[src/hdl/fupd_pkg.sv]
// Package for the file URL decoder: phase codes, character constants and helpers.
package fupd_pkg;

    localparam int UnitW     = 16;
    localparam int PrefixLen = 7;
    localparam int PosW      = $clog2(PrefixLen);

    localparam logic [UnitW-1:0] ChSlash     = 16'h002F;
    localparam logic [UnitW-1:0] ChBackslash = 16'h005C;
    localparam logic [UnitW-1:0] ChPercent   = 16'h0025;

    typedef enum logic [2:0] {
        PH_PREFIX = 3'd0,
        PH_SLASH  = 3'd1,
        PH_BODY   = 3'd2,
        PH_ESC_HI = 3'd3,
        PH_ESC_LO = 3'd4,
        PH_FAIL   = 3'd5
    } t_phase;

    typedef struct packed {
        logic             emit;
        logic [UnitW-1:0] path_unit;
        logic             has_char;
        logic             done_res;
        logic             accepted;
    } t_result;

    // Expected unit of "file://" at a given position.
    function automatic logic [UnitW-1:0] prefix_unit(input logic [PosW-1:0] pos);
        logic [UnitW-1:0] u;
        begin
            unique case (pos)
                3'd0:    u = 16'h0066;
                3'd1:    u = 16'h0069;
                3'd2:    u = 16'h006C;
                3'd3:    u = 16'h0065;
                3'd4:    u = 16'h003A;
                3'd5:    u = 16'h002F;
                3'd6:    u = 16'h002F;
                default: u = '0;
            endcase
            return u;
        end
    endfunction

    // Bit 4 set means the unit is not an ASCII hex digit; bits 3:0 hold the value.
    function automatic logic [4:0] hex_value(input logic [UnitW-1:0] u);
        logic [4:0] d;
        begin
            if (u >= 16'h0030 && u <= 16'h0039) begin
                d = {1'b0, 4'(u - 16'h0030)};
            end else if (u >= 16'h0061 && u <= 16'h0066) begin
                d = {1'b0, 4'(u - 16'h0061 + 16'd10)};
            end else if (u >= 16'h0041 && u <= 16'h0046) begin
                d = {1'b0, 4'(u - 16'h0041 + 16'd10)};
            end else begin
                d = 5'b10000;
            end
            return d;
        end
    endfunction

endpackage

[src/hdl/fupd_core.sv]
// Decoding state machine: prefix check, optional slash, body and percent escapes.
module fupd_core
    import fupd_pkg::*;
(
    input  logic             i_clk,
    input  logic             i_rst_n,
    input  logic             i_step,
    input  logic [UnitW-1:0] i_code_unit,
    input  logic             i_is_end,
    output t_result          o_res
);

    t_phase           r_phase, n_phase;
    logic [PosW-1:0]  r_pos, n_pos;
    logic [3:0]       r_high, n_high;
    logic [4:0]       hex_d;

    assign hex_d = hex_value(i_code_unit);

    always_ff @(posedge i_clk) begin
        if (!i_rst_n) begin
            r_phase <= PH_PREFIX;
            r_pos   <= '0;
            r_high  <= '0;
        end else if (i_step) begin
            r_phase <= n_phase;
            r_pos   <= n_pos;
            r_high  <= n_high;
        end
    end

    always_comb begin
        n_phase = r_phase;
        n_pos   = r_pos;
        n_high  = r_high;
        o_res   = '0;
        if (i_is_end) begin
            o_res.emit     = 1'b1;
            o_res.done_res = 1'b1;
            o_res.accepted = (r_phase == PH_SLASH) || (r_phase == PH_BODY);
            n_phase        = PH_PREFIX;
            n_pos          = '0;
            n_high         = '0;
        end else begin
            unique case (r_phase)
                PH_PREFIX: begin
                    if (i_code_unit == prefix_unit(r_pos)) begin
                        n_pos = PosW'(r_pos + 1'b1);
                        if (r_pos == PosW'(PrefixLen - 1)) begin
                            n_phase = PH_SLASH;
                        end
                    end else begin
                        n_phase = PH_FAIL;
                    end
                end
                PH_SLASH, PH_BODY: begin
                    n_phase = PH_BODY;
                    if (i_code_unit == ChSlash) begin
                        // A slash directly after the prefix is dropped silently.
                        if (r_phase == PH_BODY) begin
                            o_res.emit      = 1'b1;
                            o_res.has_char  = 1'b1;
                            o_res.path_unit = ChBackslash;
                        end
                    end else if (i_code_unit == ChPercent) begin
                        n_phase = PH_ESC_HI;
                    end else begin
                        o_res.emit      = 1'b1;
                        o_res.has_char  = 1'b1;
                        o_res.path_unit = i_code_unit;
                    end
                end
                PH_ESC_HI: begin
                    if (hex_d[4]) begin
                        n_phase = PH_FAIL;
                    end else begin
                        n_high  = hex_d[3:0];
                        n_phase = PH_ESC_LO;
                    end
                end
                PH_ESC_LO: begin
                    if (hex_d[4]) begin
                        n_phase = PH_FAIL;
                    end else begin
                        n_phase         = PH_BODY;
                        o_res.emit      = 1'b1;
                        o_res.has_char  = 1'b1;
                        o_res.path_unit = UnitW'({r_high, hex_d[3:0]});
                    end
                end
                default: begin
                    n_phase = PH_FAIL;
                end
            endcase
        end
    end

    // A terminator always returns the decoder to its starting state.
    a_end_restarts: assert property (@(posedge i_clk) disable iff (!i_rst_n)
        i_step && i_is_end |=> r_phase == PH_PREFIX && r_pos == '0 && r_high == '0)
        else $error("terminator did not restart the decoder");

    // Apart from a terminator, the prefix counter only moves while the prefix is being matched.
    a_pos_frozen: assert property (@(posedge i_clk) disable iff (!i_rst_n)
        i_step && !i_is_end && r_phase != PH_PREFIX |=> $stable(r_pos))
        else $error("prefix position moved outside prefix matching");

endmodule

[src/hdl/file_url_to_path_decoder_top.sv]
// Top level of the file URL to path decoder with its input and result registers.
//
// The block takes a file URL one 16-bit code unit per request and a terminator request
// (tlast high) at the end. It checks the case-sensitive prefix "file://", drops one
// further slash, turns every other '/' into a backslash and replaces "%hh" by the byte
// value of the two hex digits; each decoded unit leaves as one result request. The
// terminator yields a final request with tlast high whose accepted flag tells whether
// the URL was well formed; after a malformed prefix, a bad hex digit or a terminator
// inside an escape, units are swallowed and the final flag is low. One request is taken
// every clock cycle unless the result register stalls; a code unit passes through the
// input register and the state machine into the result register, which offers its
// result. Prefix units, the dropped slash, '%' and the first hex digit give no result.
module file_url_to_path_decoder_top
    import fupd_pkg::*;
(
    input  logic        i_clk,
    input  logic        i_rst_n,
    input  logic        s_axis_tvalid,
    output logic        s_axis_tready,
    input  logic [15:0] s_axis_tdata,   // [15:0] code_unit
    input  logic        s_axis_tlast,   // is_end
    output logic        m_axis_tvalid,
    input  logic        m_axis_tready,
    output logic [15:0] m_axis_tdata,   // [15:0] path_unit
    output logic        m_axis_tlast,   // done_res
    output logic [1:0]  m_axis_tuser    // [0] has_char, [1] accepted
);

    // Input register stage.
    logic             r_in_valid;
    logic [UnitW-1:0] r_in_unit;
    logic             r_in_end;

    // Result register stage.
    logic             r_out_valid;
    logic [UnitW-1:0] r_out_unit;
    logic             r_out_has_char;
    logic             r_out_done;
    logic             r_out_accepted;

    logic    out_free;
    logic    advance;
    t_result res;

    // The result register can take a new value when it is empty or being drained,
    // and the input stage moves on whenever that is so.
    assign out_free      = !r_out_valid || m_axis_tready;
    assign advance       = r_in_valid && out_free;
    assign s_axis_tready = !r_in_valid || out_free;

    always_ff @(posedge i_clk) begin
        if (!i_rst_n) begin
            r_in_valid <= 1'b0;
        end else if (s_axis_tready) begin
            r_in_valid <= s_axis_tvalid;
        end
    end

    always_ff @(posedge i_clk) begin
        if (s_axis_tready && s_axis_tvalid) begin
            r_in_unit <= s_axis_tdata;
            r_in_end  <= s_axis_tlast;
        end
    end

    fupd_core u_core (
        .i_clk       (i_clk),
        .i_rst_n     (i_rst_n),
        .i_step      (advance),
        .i_code_unit (r_in_unit),
        .i_is_end    (r_in_end),
        .o_res       (res)
    );

    always_ff @(posedge i_clk) begin
        if (!i_rst_n) begin
            r_out_valid <= 1'b0;
        end else if (advance) begin
            r_out_valid <= res.emit;
        end else if (m_axis_tready) begin
            r_out_valid <= 1'b0;
        end
    end

    always_ff @(posedge i_clk) begin
        if (advance) begin
            r_out_unit     <= res.path_unit;
            r_out_has_char <= res.has_char;
            r_out_done     <= res.done_res;
            r_out_accepted <= res.accepted;
        end
    end

    assign m_axis_tvalid = r_out_valid;
    assign m_axis_tdata  = r_out_unit;
    assign m_axis_tlast  = r_out_done;
    assign m_axis_tuser  = {r_out_accepted, r_out_has_char};

    // A final request never carries a character, and a character never a verdict.
    a_done_no_char: assert property (@(posedge i_clk) disable iff (!i_rst_n)
        m_axis_tvalid |-> (m_axis_tlast != m_axis_tuser[0]))
        else $error("result is neither a character nor a final status");

    // The accepted flag only appears on the final request.
    a_accept_on_done: assert property (@(posedge i_clk) disable iff (!i_rst_n)
        m_axis_tvalid && m_axis_tuser[1] |-> m_axis_tlast)
        else $error("accepted flag outside a final request");

    // A terminator that moves on always leaves a final request in the result register.
    a_end_gives_done: assert property (@(posedge i_clk) disable iff (!i_rst_n)
        advance && r_in_end |=> r_out_valid && r_out_done)
        else $error("terminator produced no final request");

    // The input stage never holds an item that is dropped unprocessed.
    a_no_overwrite: assert property (@(posedge i_clk) disable iff (!i_rst_n)
        r_in_valid && !advance |=> r_in_valid && $stable(r_in_unit) && $stable(r_in_end))
        else $error("pending input item overwritten");

endmodule
[config.mk]
export PLATFORM = sky130hd
export DESIGN_NAME = file_url_to_path_decoder_top
export DESIGN_NICKNAME = d
export VERILOG_FILES = /design/src/hdl/fupd_pkg.sv /design/src/hdl/fupd_core.sv /design/src/hdl/file_url_to_path_decoder_top.sv
export SDC_FILE = /design/constraint.sdc
export NUM_CORES = 1
export LEC_CHECK = 0
export ABC_AREA = 1
export BUFFER_PORTS_ARGS = -buffer_cell sky130_fd_sc_hd__buf_2
export CAP_MARGIN = 20
export CELL_PAD_IN_SITES_DETAIL_PLACEMENT = 1
export CELL_PAD_IN_SITES_GLOBAL_PLACEMENT = 1
export CORE_MARGIN = 4
export CORE_UTILIZATION = 40
export CTS_CLUSTER_SIZE = 16
export DETAILED_ROUTE_END_ITERATION = 10
export GPL_ROUTABILITY_DRIVEN = 0
export GPL_TIMING_DRIVEN = 1
export HOLD_SLACK_MARGIN = 0.1
export PLACE_DENSITY_LB_ADDON = 0.1
export SLEW_MARGIN = 5
export SYNTH_ARGS = -nofsm -noshare
export SYNTH_HDL_FRONTEND = slang
export SYNTH_HIERARCHICAL = 1
export SYNTH_SLANG_ARGS = --single-unit
[constraint.sdc]
create_clock -name i_clk -period 4.4 [get_ports i_clk]
set_clock_uncertainty 0.1 [all_clocks]
set_input_delay 0.22 -clock i_clk [delete_from_list [all_inputs] [get_ports i_clk]]
set_output_delay 0.22 -clock i_clk [all_outputs]
set_load 0.02 [all_outputs]
# ---- Word-level counts from Yosys, hierarchy flattened
# Cells that the tools add are included.
dict set report totals {
  regBits 48
  latchBits 0
  mem_bits_rw 0
  rom_bits 0
  input_bits 21
  output_inout_bits 21
  memories 0
}
dict set report op_classes {
  add_sub_neg 6
  multipliers 0
  div 0
  order_cmp 6
  n_eq_ne 15
  shift 0
  mux 29
  n_bitwise 0
  n_reduce_logical 21
}
# cell n
set op_table {}
lappend op_table {{$mux 18} 4}
lappend op_table {{$pmux 7 s6} 1}
lappend op_table {{$pmux 18 s2} 1}
lappend op_table {{$eq 16x6->1 const B} 2}
lappend op_table {{$ge 16x7->1 const B} 2}
lappend op_table {{$le 16x7->1 const B} 2}
lappend op_table {{$mux 16} 2}
lappend op_table {{$mux 3} 8}
lappend op_table {{$eq 16x16->1} 1}
lappend op_table {{$ge 16x6->1 const B} 1}
lappend op_table {{$le 16x6->1 const B} 1}
lappend op_table {{$mux 5} 3}
lappend op_table {{$eq 3x2->1 const B} 4}
lappend op_table {{$eq 3x3->1 const B} 4}
lappend op_table {{$mux 4} 3}
lappend op_table {{$pmux 3 s4} 1}
lappend op_table {{$sub 4x1->4 const B} 3}
lappend op_table {{$add 4x4->4 const B} 2}
lappend op_table {{$reduce_bool 2->1} 4}
lappend op_table {{$eq 3x1->1 const B} 2}
lappend op_table {{$logic_not 3->1} 2}
lappend op_table {{$reduce_and 3->1} 2}
lappend op_table {{$logic_and 1x1->1} 5}
lappend op_table {{$mux 1} 5}
lappend op_table {{8 further kinds} 12}

# ---- Logic depth before layout (Yosys ltp)
# Gate-level depths: netlist of run 1.
dict set report logic_depth {
  depth_word 9
  depth_mapped 17
}

# ---- Modules after synthesis
# The synthesis of run 1 kept the hierarchy.
# module instances cells_per_inst area_per_inst_um2 seq_area_each_um2
set by_module_without_submodules {}
lappend by_module_without_submodules {fupd_core 1 243 1320.0 200.2}
lappend by_module_without_submodules {file_url_to_path_decoder_top 1 51 1193.6 1121.1}

# ---- Worst setup path after synthesis of run 1
# No wires, ideal clock.
dict set report synth_path {
  path_type {reg2reg}
  from {register r_out_valid, in the netlist m_axis_tvalid}
  to {register u_core.r_high[1]}
  arrival_time_ns 2.857
  required_ns 4.182
  setup_slack_ns 1.325
  path_stages_with_launch 5
  n_path_buf 0
  period_less_slack_ns 3.075
  path_cell_list {dfxtp_1 -> a21boi_0 -> nand2_1 -> o21ai_0 -> nor2_1}
}
dict set report synth_via {
  elab_chain_len 4
}
# element line_no
set synth_lines {}
lappend synth_lines {{start: declaration} file_url_to_path_decoder_top.sv:35} ;# logic r_out_valid;
lappend synth_lines {{start signal: assignment} file_url_to_path_decoder_top.sv:79} ;# r_out_valid <= res.emit;
lappend synth_lines {{$logic_not 1->1} file_url_to_path_decoder_top.sv:47} ;# assign out_free = !r_out_valid || m_axis_tready;
lappend synth_lines {{$logic_or 1x1->1} file_url_to_path_decoder_top.sv:47}
lappend synth_lines {{$logic_and 1x1->1} file_url_to_path_decoder_top.sv:48} ;# assign advance = r_in_valid && out_free;
lappend synth_lines {{named net advance} file_url_to_path_decoder_top.sv:42} ;# logic advance;
lappend synth_lines {{$reduce_and 3->1 (no source line)} --}
lappend synth_lines {{end signal: assignment} fupd_core.sv:28} ;# r_high <= n_high;
lappend synth_lines {{end: declaration} fupd_core.sv:15} ;# logic [3:0] r_high, n_high;
# The timed path passes the listed nets, and every way through them passes these cells.
# A chain may end at the register's enable or synchronous reset.

# ---- Final worst setup path of run 1
dict set report layout_path {
  from {register r_in_unit[0]}
  to {register r_out_unit[3], in the netlist m_axis_tdata[3], data pin}
}
dict set report layout_via {
  elab_chain_len 7
  elab_cells_between_ends 23
  cone_classes {add/sub: 5; order compare: 6; eq/ne: 2; mux: 7; reduce/logical: 3}
}
# element line_no
set layout_lines {}
lappend layout_lines {{start: declaration} file_url_to_path_decoder_top.sv:31} ;# logic [UnitW-1:0] r_in_unit;
lappend layout_lines {{start signal: assignment} file_url_to_path_decoder_top.sv:61} ;# r_in_unit <= s_axis_tdata;
lappend layout_lines {{$sub 4x1->4, or another cell as far along} {fupd_pkg.sv:54, fupd_pkg.sv:56}}
lappend layout_lines {{$add 4x4->4 / $logic_and 1x1->1 (equally long branches)} {fupd_pkg.sv:54, fupd_pkg.sv:56, fupd_pkg.sv:55}}
lappend layout_lines {{$mux 5} fupd_pkg.sv:55} ;# end else if (u >= 16'h0041 && u <= 16'h0046) begin
lappend layout_lines {{$mux 5} fupd_pkg.sv:53} ;# end else if (u >= 16'h0061 && u <= 16'h0066) begin
lappend layout_lines {{$mux 5} fupd_pkg.sv:51} ;# if (u >= 16'h0030 && u <= 16'h0039) begin
lappend layout_lines {{$mux 18} fupd_core.sv:82} ;# if (hex_d[4]) begin
lappend layout_lines {{$pmux 18 s2 *} fupd_core.sv:45} ;# unique case (r_phase)
lappend layout_lines {{end signal: assignment} file_url_to_path_decoder_top.sv:87} ;# r_out_unit <= res.path_unit;
lappend layout_lines {{end: declaration} file_url_to_path_decoder_top.sv:36} ;# logic [UnitW-1:0] r_out_unit;
# Every way passes the cells marked *; elsewhere a longest branch is shown, timed or not.

==> results.md, run 1 <==
- Drt pass-1 iters: 4
- Setup WS post-layout: 2050 ps
- Area of the multi-input gates: 1020 um2
- CP top delay family: simple AND/OR/NAND/NOR gates
- R2R setup slack: 2050 ps
- Setup crit end kind: flip-flop
- Routed WL per cell: 14.7 um
- Die Ht: 87.3 um
- Sink Count: 48
- Vias post-DR: 2123
- Post-Syn Area per Cell: 8.55 um2
- GR Util All Layers: 0.182
- Port Buffer Count: 41
- Initial antenna violation count: 0
- FF/Latch Area: 1320 um2
- H-Tree Level Count: 2
- Clock slew at reported path FFs: 90 ps
- Placed cell area: 2780 um2
- Worst Hold Class: in -> reg
- Kind of critical path: reg -> reg
- Async S/R FF share, synth: 0
- Layout cells sized above 1: 0.194
- Final min period: 2350 ps
- YS warnings: 6
- Via density: 4.94
- Crit path cell chain: inv_1, ha_1, o21ai_0, nand2_1, nand4_2, nand2_2, nand2_1, nor2_1, a31oi_1, nor2_1
- Worst slack at placement: 2070 ps
- Fill cell count: 730
- Beginning of the critical path: r_in_unit[0]
- Most frequent cells in the layout: nand2_1 (73), nor2_1 (46), buf_2 (41)
- Finish-stage setup viols: 0
- Fin cells: 430
- Post-cts sizing count: 0
- PwrDens: 315 nW/um2
- Hold_buf cts: 18
- Nets: 383
- GRT overflow: 0
- Worst slew margin: 0.495
- CTS tree: built
- Layout overhead on the synthesized area: 21.6%
- Insertion delay to the later sink of the worst-skew pair: 300 ps
- Req. time, crit path: 4330 ps
- Final worst-path cycle share: 0.533
- Synthesized flop and latch total: 48
- Post-Syn Area: 2510 um2
- EDFF count, synth: 36
- Root buffer selected by CTS: clkbuf_8
- Max incr delay on CP: 500 ps
- Critical path fanouts, max: 8
- Top_reg_cell synth: edfxtp_1
- Leak: 1.34 nW
- Post-CTS setup buffer count: 0
- Post-DP HPWL: 4.75 mm
- R2R Path Start: r_in_unit[0]
- Cell area after layout: 3060 um2
- Synthesized Nets: 323
- Startpoint Class: flip-flop
- Sequential area share after synthesis: 0.526
- Top-level I/O count: 42
- Die area: 7620 um2
- Distinct cells, synth: 31
- Rows: 28
- RSZ-0062 raised after global routing: no
- Pins Over Slew Limit: 0
- Die Wd: 87.3 um
- Cts bufs inserted: 5
- Hold path startpoint: m_axis_tready
- Antenna viol nets, final: 0
- DR iter-0 viols: 88
- CTS Buffer Depth: 2
- # Max-Cap Violations: 0
- Number of remaining DRC errors: 0
- Most common cell after layout, fill and taps aside: nand2_1
- Final wirelength: 6.31 mm
- Hold Fails Final Rpt: 0
- Synth Instances: 294
- VDD IR max: 0.000145 V
- Outcome: completed
- Number of global-route vias before repair: 2275
- Starting Density: 0.417
- First-pass GRT wire length: 10.7 mm
- Peak Freq: 426 MHz
- Dpl cells: 404
- Antenna diodes: 0
- Setup TNS: 0 ps
- CP Buf/Inv Count: 1
- Core ar.: 6030 um2
- Worst slew pin tran: 757 ps
- Crit path DAT: 2280 ps
- Final core occ: 0.507
- Largest net degree at the start of global routing: 24
- Worst path slowest cell: edfxtp_1
worst paths after layout:
check / end / depth (start not counted)
worst min-delay path: m_axis_tvalid / 4
worst max-delay path: m_axis_tdata[3] / 10
worst max register to register: m_axis_tdata[3] / 10
worst min register to register: m_axis_tvalid / 2
worst register-to-register path, cell delays in order (launching register included):
cell and delay [ps]:
edfxtp_1 500, inv_1 110, ha_1 230, o21ai_0 180
nand2_1 80, nand4_2 190, nand2_2 110, nand2_1 260
nor2_1 120, a31oi_1 160, nor2_1 60
kinds of logic (layout without fill, tap and decap cells):
kind of cell	count (synthesis)	after routing	share of synthesized area
compound gates	33	33	0.0722
xor+xnor	3	3	0.0105
fa+ha+maj	8	8	0.0398
buf+inv	41	102	0.0687
flops	48	48	0.526
simple gates	161	161	0.283
sequential cells by signal (all words and copies together), names as in the netlist:
name	cells
m_axis_tdata	16
m_axis_tlast	1
m_axis_tvalid	1
r_in_end	1
r_in_unit	16
r_in_valid	1
r_out_accepted	1
r_out_has_char	1
u_core/r_high	4
u_core/r_phase	3
u_core/r_pos	3
Yosys cell counts (2+ instances only):
master / number / area [um2]
nand2_1: 73 / 274
nor2_1: 46 / 173
edfxtp_1: 36 / 1080
inv_1: 31 / 116
a21oi_1: 18 / 90.1
nand3_1: 16 / 80.1
dfxtp_1: 12 / 240
ha_1: 8 / 100
o21ai_0: 8 / 40.0
nand2_2: 7 / 43.8
nand4_1: 5 / 31.3
nor2_2: 4 / 25.0
nor3_1: 4 / 20.0
buf_4: 3 / 22.5
xor2_1: 3 / 26.3
a31oi_1: 2 / 12.5
clkbuf_1: 2 / 7.51
inv_2: 2 / 7.51
o211ai_1: 2 / 15.0
metrics by stage:
| stage | hold slack (ps) | total power, mW |
|---|---|---|
| after CTS | 103 | 0.975 |
| after floorplan | 219 | 0.633 |
| after global placement | 296 | 0.674 |
| after detailed placement | 299 | 0.679 |
| final | 114 | 0.962 |
| after global routing | 114 | 1.02 |
layout make-up:
class,instances,share of cell area
multi-input cells,205,0.335
flip-flops and latches,48,0.432
repair buffers,60,0.129
clock buffers,6,0.0270
well taps,75,0.0307
inverters,34,0.0418
clock inverters,2,0.00450
routing by layer:
layer,up-vias,share of wire,global-route usage
met3,4,0.044,0.0312
met2,45,0.51,0.316
met5,-,0,0
met1,994,0.44,0.236
li1,1080,-,-
met4,0,0.0081,0.0418
where the power goes:
part	internal (mW)	leakage [nW]	switching [mW]
registers	0.513	0.443	0.0197
logic	0.0552	0.842	0.0923
clock network	0.129	0.0516	0.153
(Power assumes the default switching activity.)
==> inputs of run 2 (changes only) <==
CORE_UTILIZATION = 38   (was 40)
clock period = 2.1 ns   (was 4.4 ns; I/O delays follow)
==> run 2 against run 1 <==
Wire length increased by 15%. Cell count increased by 6.7%. Cell area increased by 12%. Utilization increased by 2.9 points. Highest routed layer unchanged.
==> results.md, run 2 (synthesis gave the netlist of run 1 again) <==
- Outcome: completed
- Fill cell count: 786 (+7.7%)
- Insertion delay to the later sink of the worst-skew pair: 310 ps (about the same)
- Core ar.: 6390 um2 (+6.0%)
- Initial antenna violation count: 0 (unchanged)
- Worst slew margin: 0.681 (+0.186)
- Leak: 1.49 nW (+12%)
- Worst r2r path cells: 10 (unchanged)
- DR iter-0 viols: 54 (-39%)
- Kind of critical path: reg -> reg
- Largest net degree at the start of global routing: 20 (-17%)
- Worst Hold Class: reg -> reg
- GRT overflow: 0 (unchanged)
- Startpoint Class: flip-flop
- Dpl cells: 422 (+4.5%)
- Worst slew pin tran: 473 ps (-284 ps)
- Top-level I/O count: 42 (unchanged)
- Final worst-path cycle share: 0.976 (+0.443)
- CP Buf/Inv Count: 1 (unchanged)
- CP top delay family: simple AND/OR/NAND/NOR gates
- Routed wl met2: 3.77 mm (+18%)
- Routed WL per cell: 15.8 um (+7.5%)
- Max Used Layer: met4
- Critical path fanouts, max: 7 (-1)
- RSZ-0062 raised after global routing: yes
- Max incr delay on CP: 440 ps (-60 ps)
- Setup TNS: 0 ps (unchanged)
- Nets: 410 (+7.0%)
- H-Tree Level Count: 2 (unchanged)
- Root buffer selected by CTS: clkbuf_8
- R2R setup slack: 50 ps (-2010 ps)
- Vias post-DR: 2241 (+5.6%)
- Finish-stage setup viols: 0 (unchanged)
- Via density: 4.88 (-1.1%)
- Hold Fails Final Rpt: 0 (unchanged)
- FF/Latch Area: 1330 um2 (+0.57%)
- Cts bufs inserted: 5 (unchanged)
- R2R Path Start: r_in_unit[1]
- Die Wd: 89.3 um (+2.4%)
- Most used cell along the critical path: nor2_1
- PwrDens: 611 nW/um2 (+94%)
- Final min period: 2050 ps (-295 ps)
- M1 WL: 3.17 mm (+14%)
- Die Ht: 89.3 um (+2.4%)
- Setup crit end kind: flip-flop
- Final core occ: 0.536 (+0.0290)
- GR Util All Layers: 0.182 (about the same)
- Die area: 7980 um2 (+4.8%)
- Drt pass-1 iters: 4 (unchanged)
- Number of remaining DRC errors: 0 (unchanged)
- Hold path startpoint: u_core/r_high[3]
- Post-DP HPWL: 5.09 mm (+7.1%)
- Crit path DAT: 2010 ps (-270 ps)
- Most frequent cells in the layout: nand2_1 (64), nor2_1 (44), buf_2 (41)
- # Max-Cap Violations: 0 (unchanged)
- Starting Density: 0.394 (-0.0235)
- Clock slew at reported path FFs: 100 ps (about the same)
- Critical Path Stages: 10 (unchanged)
- Worst hold slack: 372 ps (+258 ps)
- CTS tree: built
- Final wirelength: 7.25 mm (+15%)
- Peak Freq: 488 MHz (+14%)
- Sink Count: 48 (unchanged)
- Pwr Total: 2.09 mW (+120%)
- Antenna diodes: 0 (unchanged)
- Most common cell after layout, fill and taps aside: nand2_1
- Layout overhead on the synthesized area: 36.2%
- Worst path slowest cell: edfxtp_1
- CTS Buffer Depth: 2 (unchanged)
- Reg-to-Reg End: m_axis_tdata[3]
- Port Buffer Count: 41 (unchanged)
- Antenna viol nets, final: 0 (unchanged)
- WHS Path Cells: 2 (-2)
- Hold endpoint: u_core/r_high[3]
- Number of global-route vias before repair: 2311 (+1.6%)
- Fin cells: 459 (+6.7%)
- Rows: 29 (+3.6%)
- Area of the multi-input gates: 1160 um2 (+14%)
- Layout cells sized above 1: 0.319 (+0.125)
- VDD IR max: 0.000467 V (+220%)
- Req. time, crit path: 2060 ps (-2270 ps)
- Pins Over Slew Limit: 0 (unchanged)
- Met3 wire length: 241 um (-13%)
- Crit path cell chain: inv_2, ha_1, o21ai_1, nand2_1, nand4_4, nand2_2, xor2_1, nor2_1, a31oi_1, nor2_1
- First-pass GRT wire length: 11.0 mm (+2.8%)
==> run 2: cell count changes in the layout (fill, tap and decap cells not counted), moves of 3 or more <==
cell           delta
buf_4            +24
nand2_1           -9
nand2_2           +7
ha_1              -5
ha_4              +5
inv_1             -5
o21ai_0           -4
dlygate4sd3_1     +3
inv_2             +3
inv_4             +3
==> run 2: worst register-to-register path, stage by stage (launching register included) <==
cell	delay, ps
edfxtp_1	440
inv_2	110
ha_1	180
o21ai_1	70
nand2_1	100
nand4_4	200
nand2_2	110
xor2_1	210
nor2_1	70
a31oi_1	140
nor2_1	60
==> run 2: worst max path at each step <==
stage	from	end	slack, ps
2_1_floorplan	u_core/r_pos[0]	u_core/r_pos[0]	160
3_3_place_gp	u_core/r_pos[0]	u_core/r_pos[0]	20
5_1_grt	u_core/r_pos[0]	u_core/r_phase[2]	-100
6_report	r_in_unit[1]	m_axis_tdata[3]	50
3_5_place_dp	u_core/r_pos[0]	u_core/r_phase[0]	-40
4_1_cts	u_core/r_pos[0]	u_core/r_phase[0]	20
==> run 2: through the flow <==
stage,cell area (um2),worst slack [ps]
after floorplan,2520,157
after global placement,2900,21.1
after detailed placement,2900,-43.3
after CTS,3230,15.4
after global routing,3420,-100
final,3420,49.6
==> run 2: layout make-up <==
| class | count | share of cell area |
|---|---|---|
| multi-input combinational | 205 | 0.340 |
| timing repair buffer | 87 | 0.176 |
| inverter | 34 | 0.0395 |
| sequential | 48 | 0.388 |
| clock inverter | 2 | 0.00402 |
| tap | 77 | 0.0281 |
| clock buffer | 6 | 0.0241 |
==> run 2: metal layers <==
| layer | vias up | GRT usage |
|---|---|---|
| met2 | 37 | 0.323 |
| li1 | 1133 | - |
| met4 | 0 | 0.0460 |
| met3 | 8 | 0.0276 |
| met5 | - | 0 |
| met1 | 1063 | 0.231 |
==> run 2: power by group <==
| group | switching (mW) | internal [mW] | total [mW] |
|---|---|---|---|
| logic | 0.228 | 0.155 | 0.382 |
| clock network | 0.331 | 0.270 | 0.601 |
| registers | 0.0361 | 1.07 | 1.11 |
==> run 2: what timing repair did <==
action	4_1_cts	5_1_grt
hold endpoints to repair	27	0
endpoints found under the setup margin	15	18
buffers inserted	1	7
pin swaps	0	13
resized for setup	7	40
hold buffers	21	0
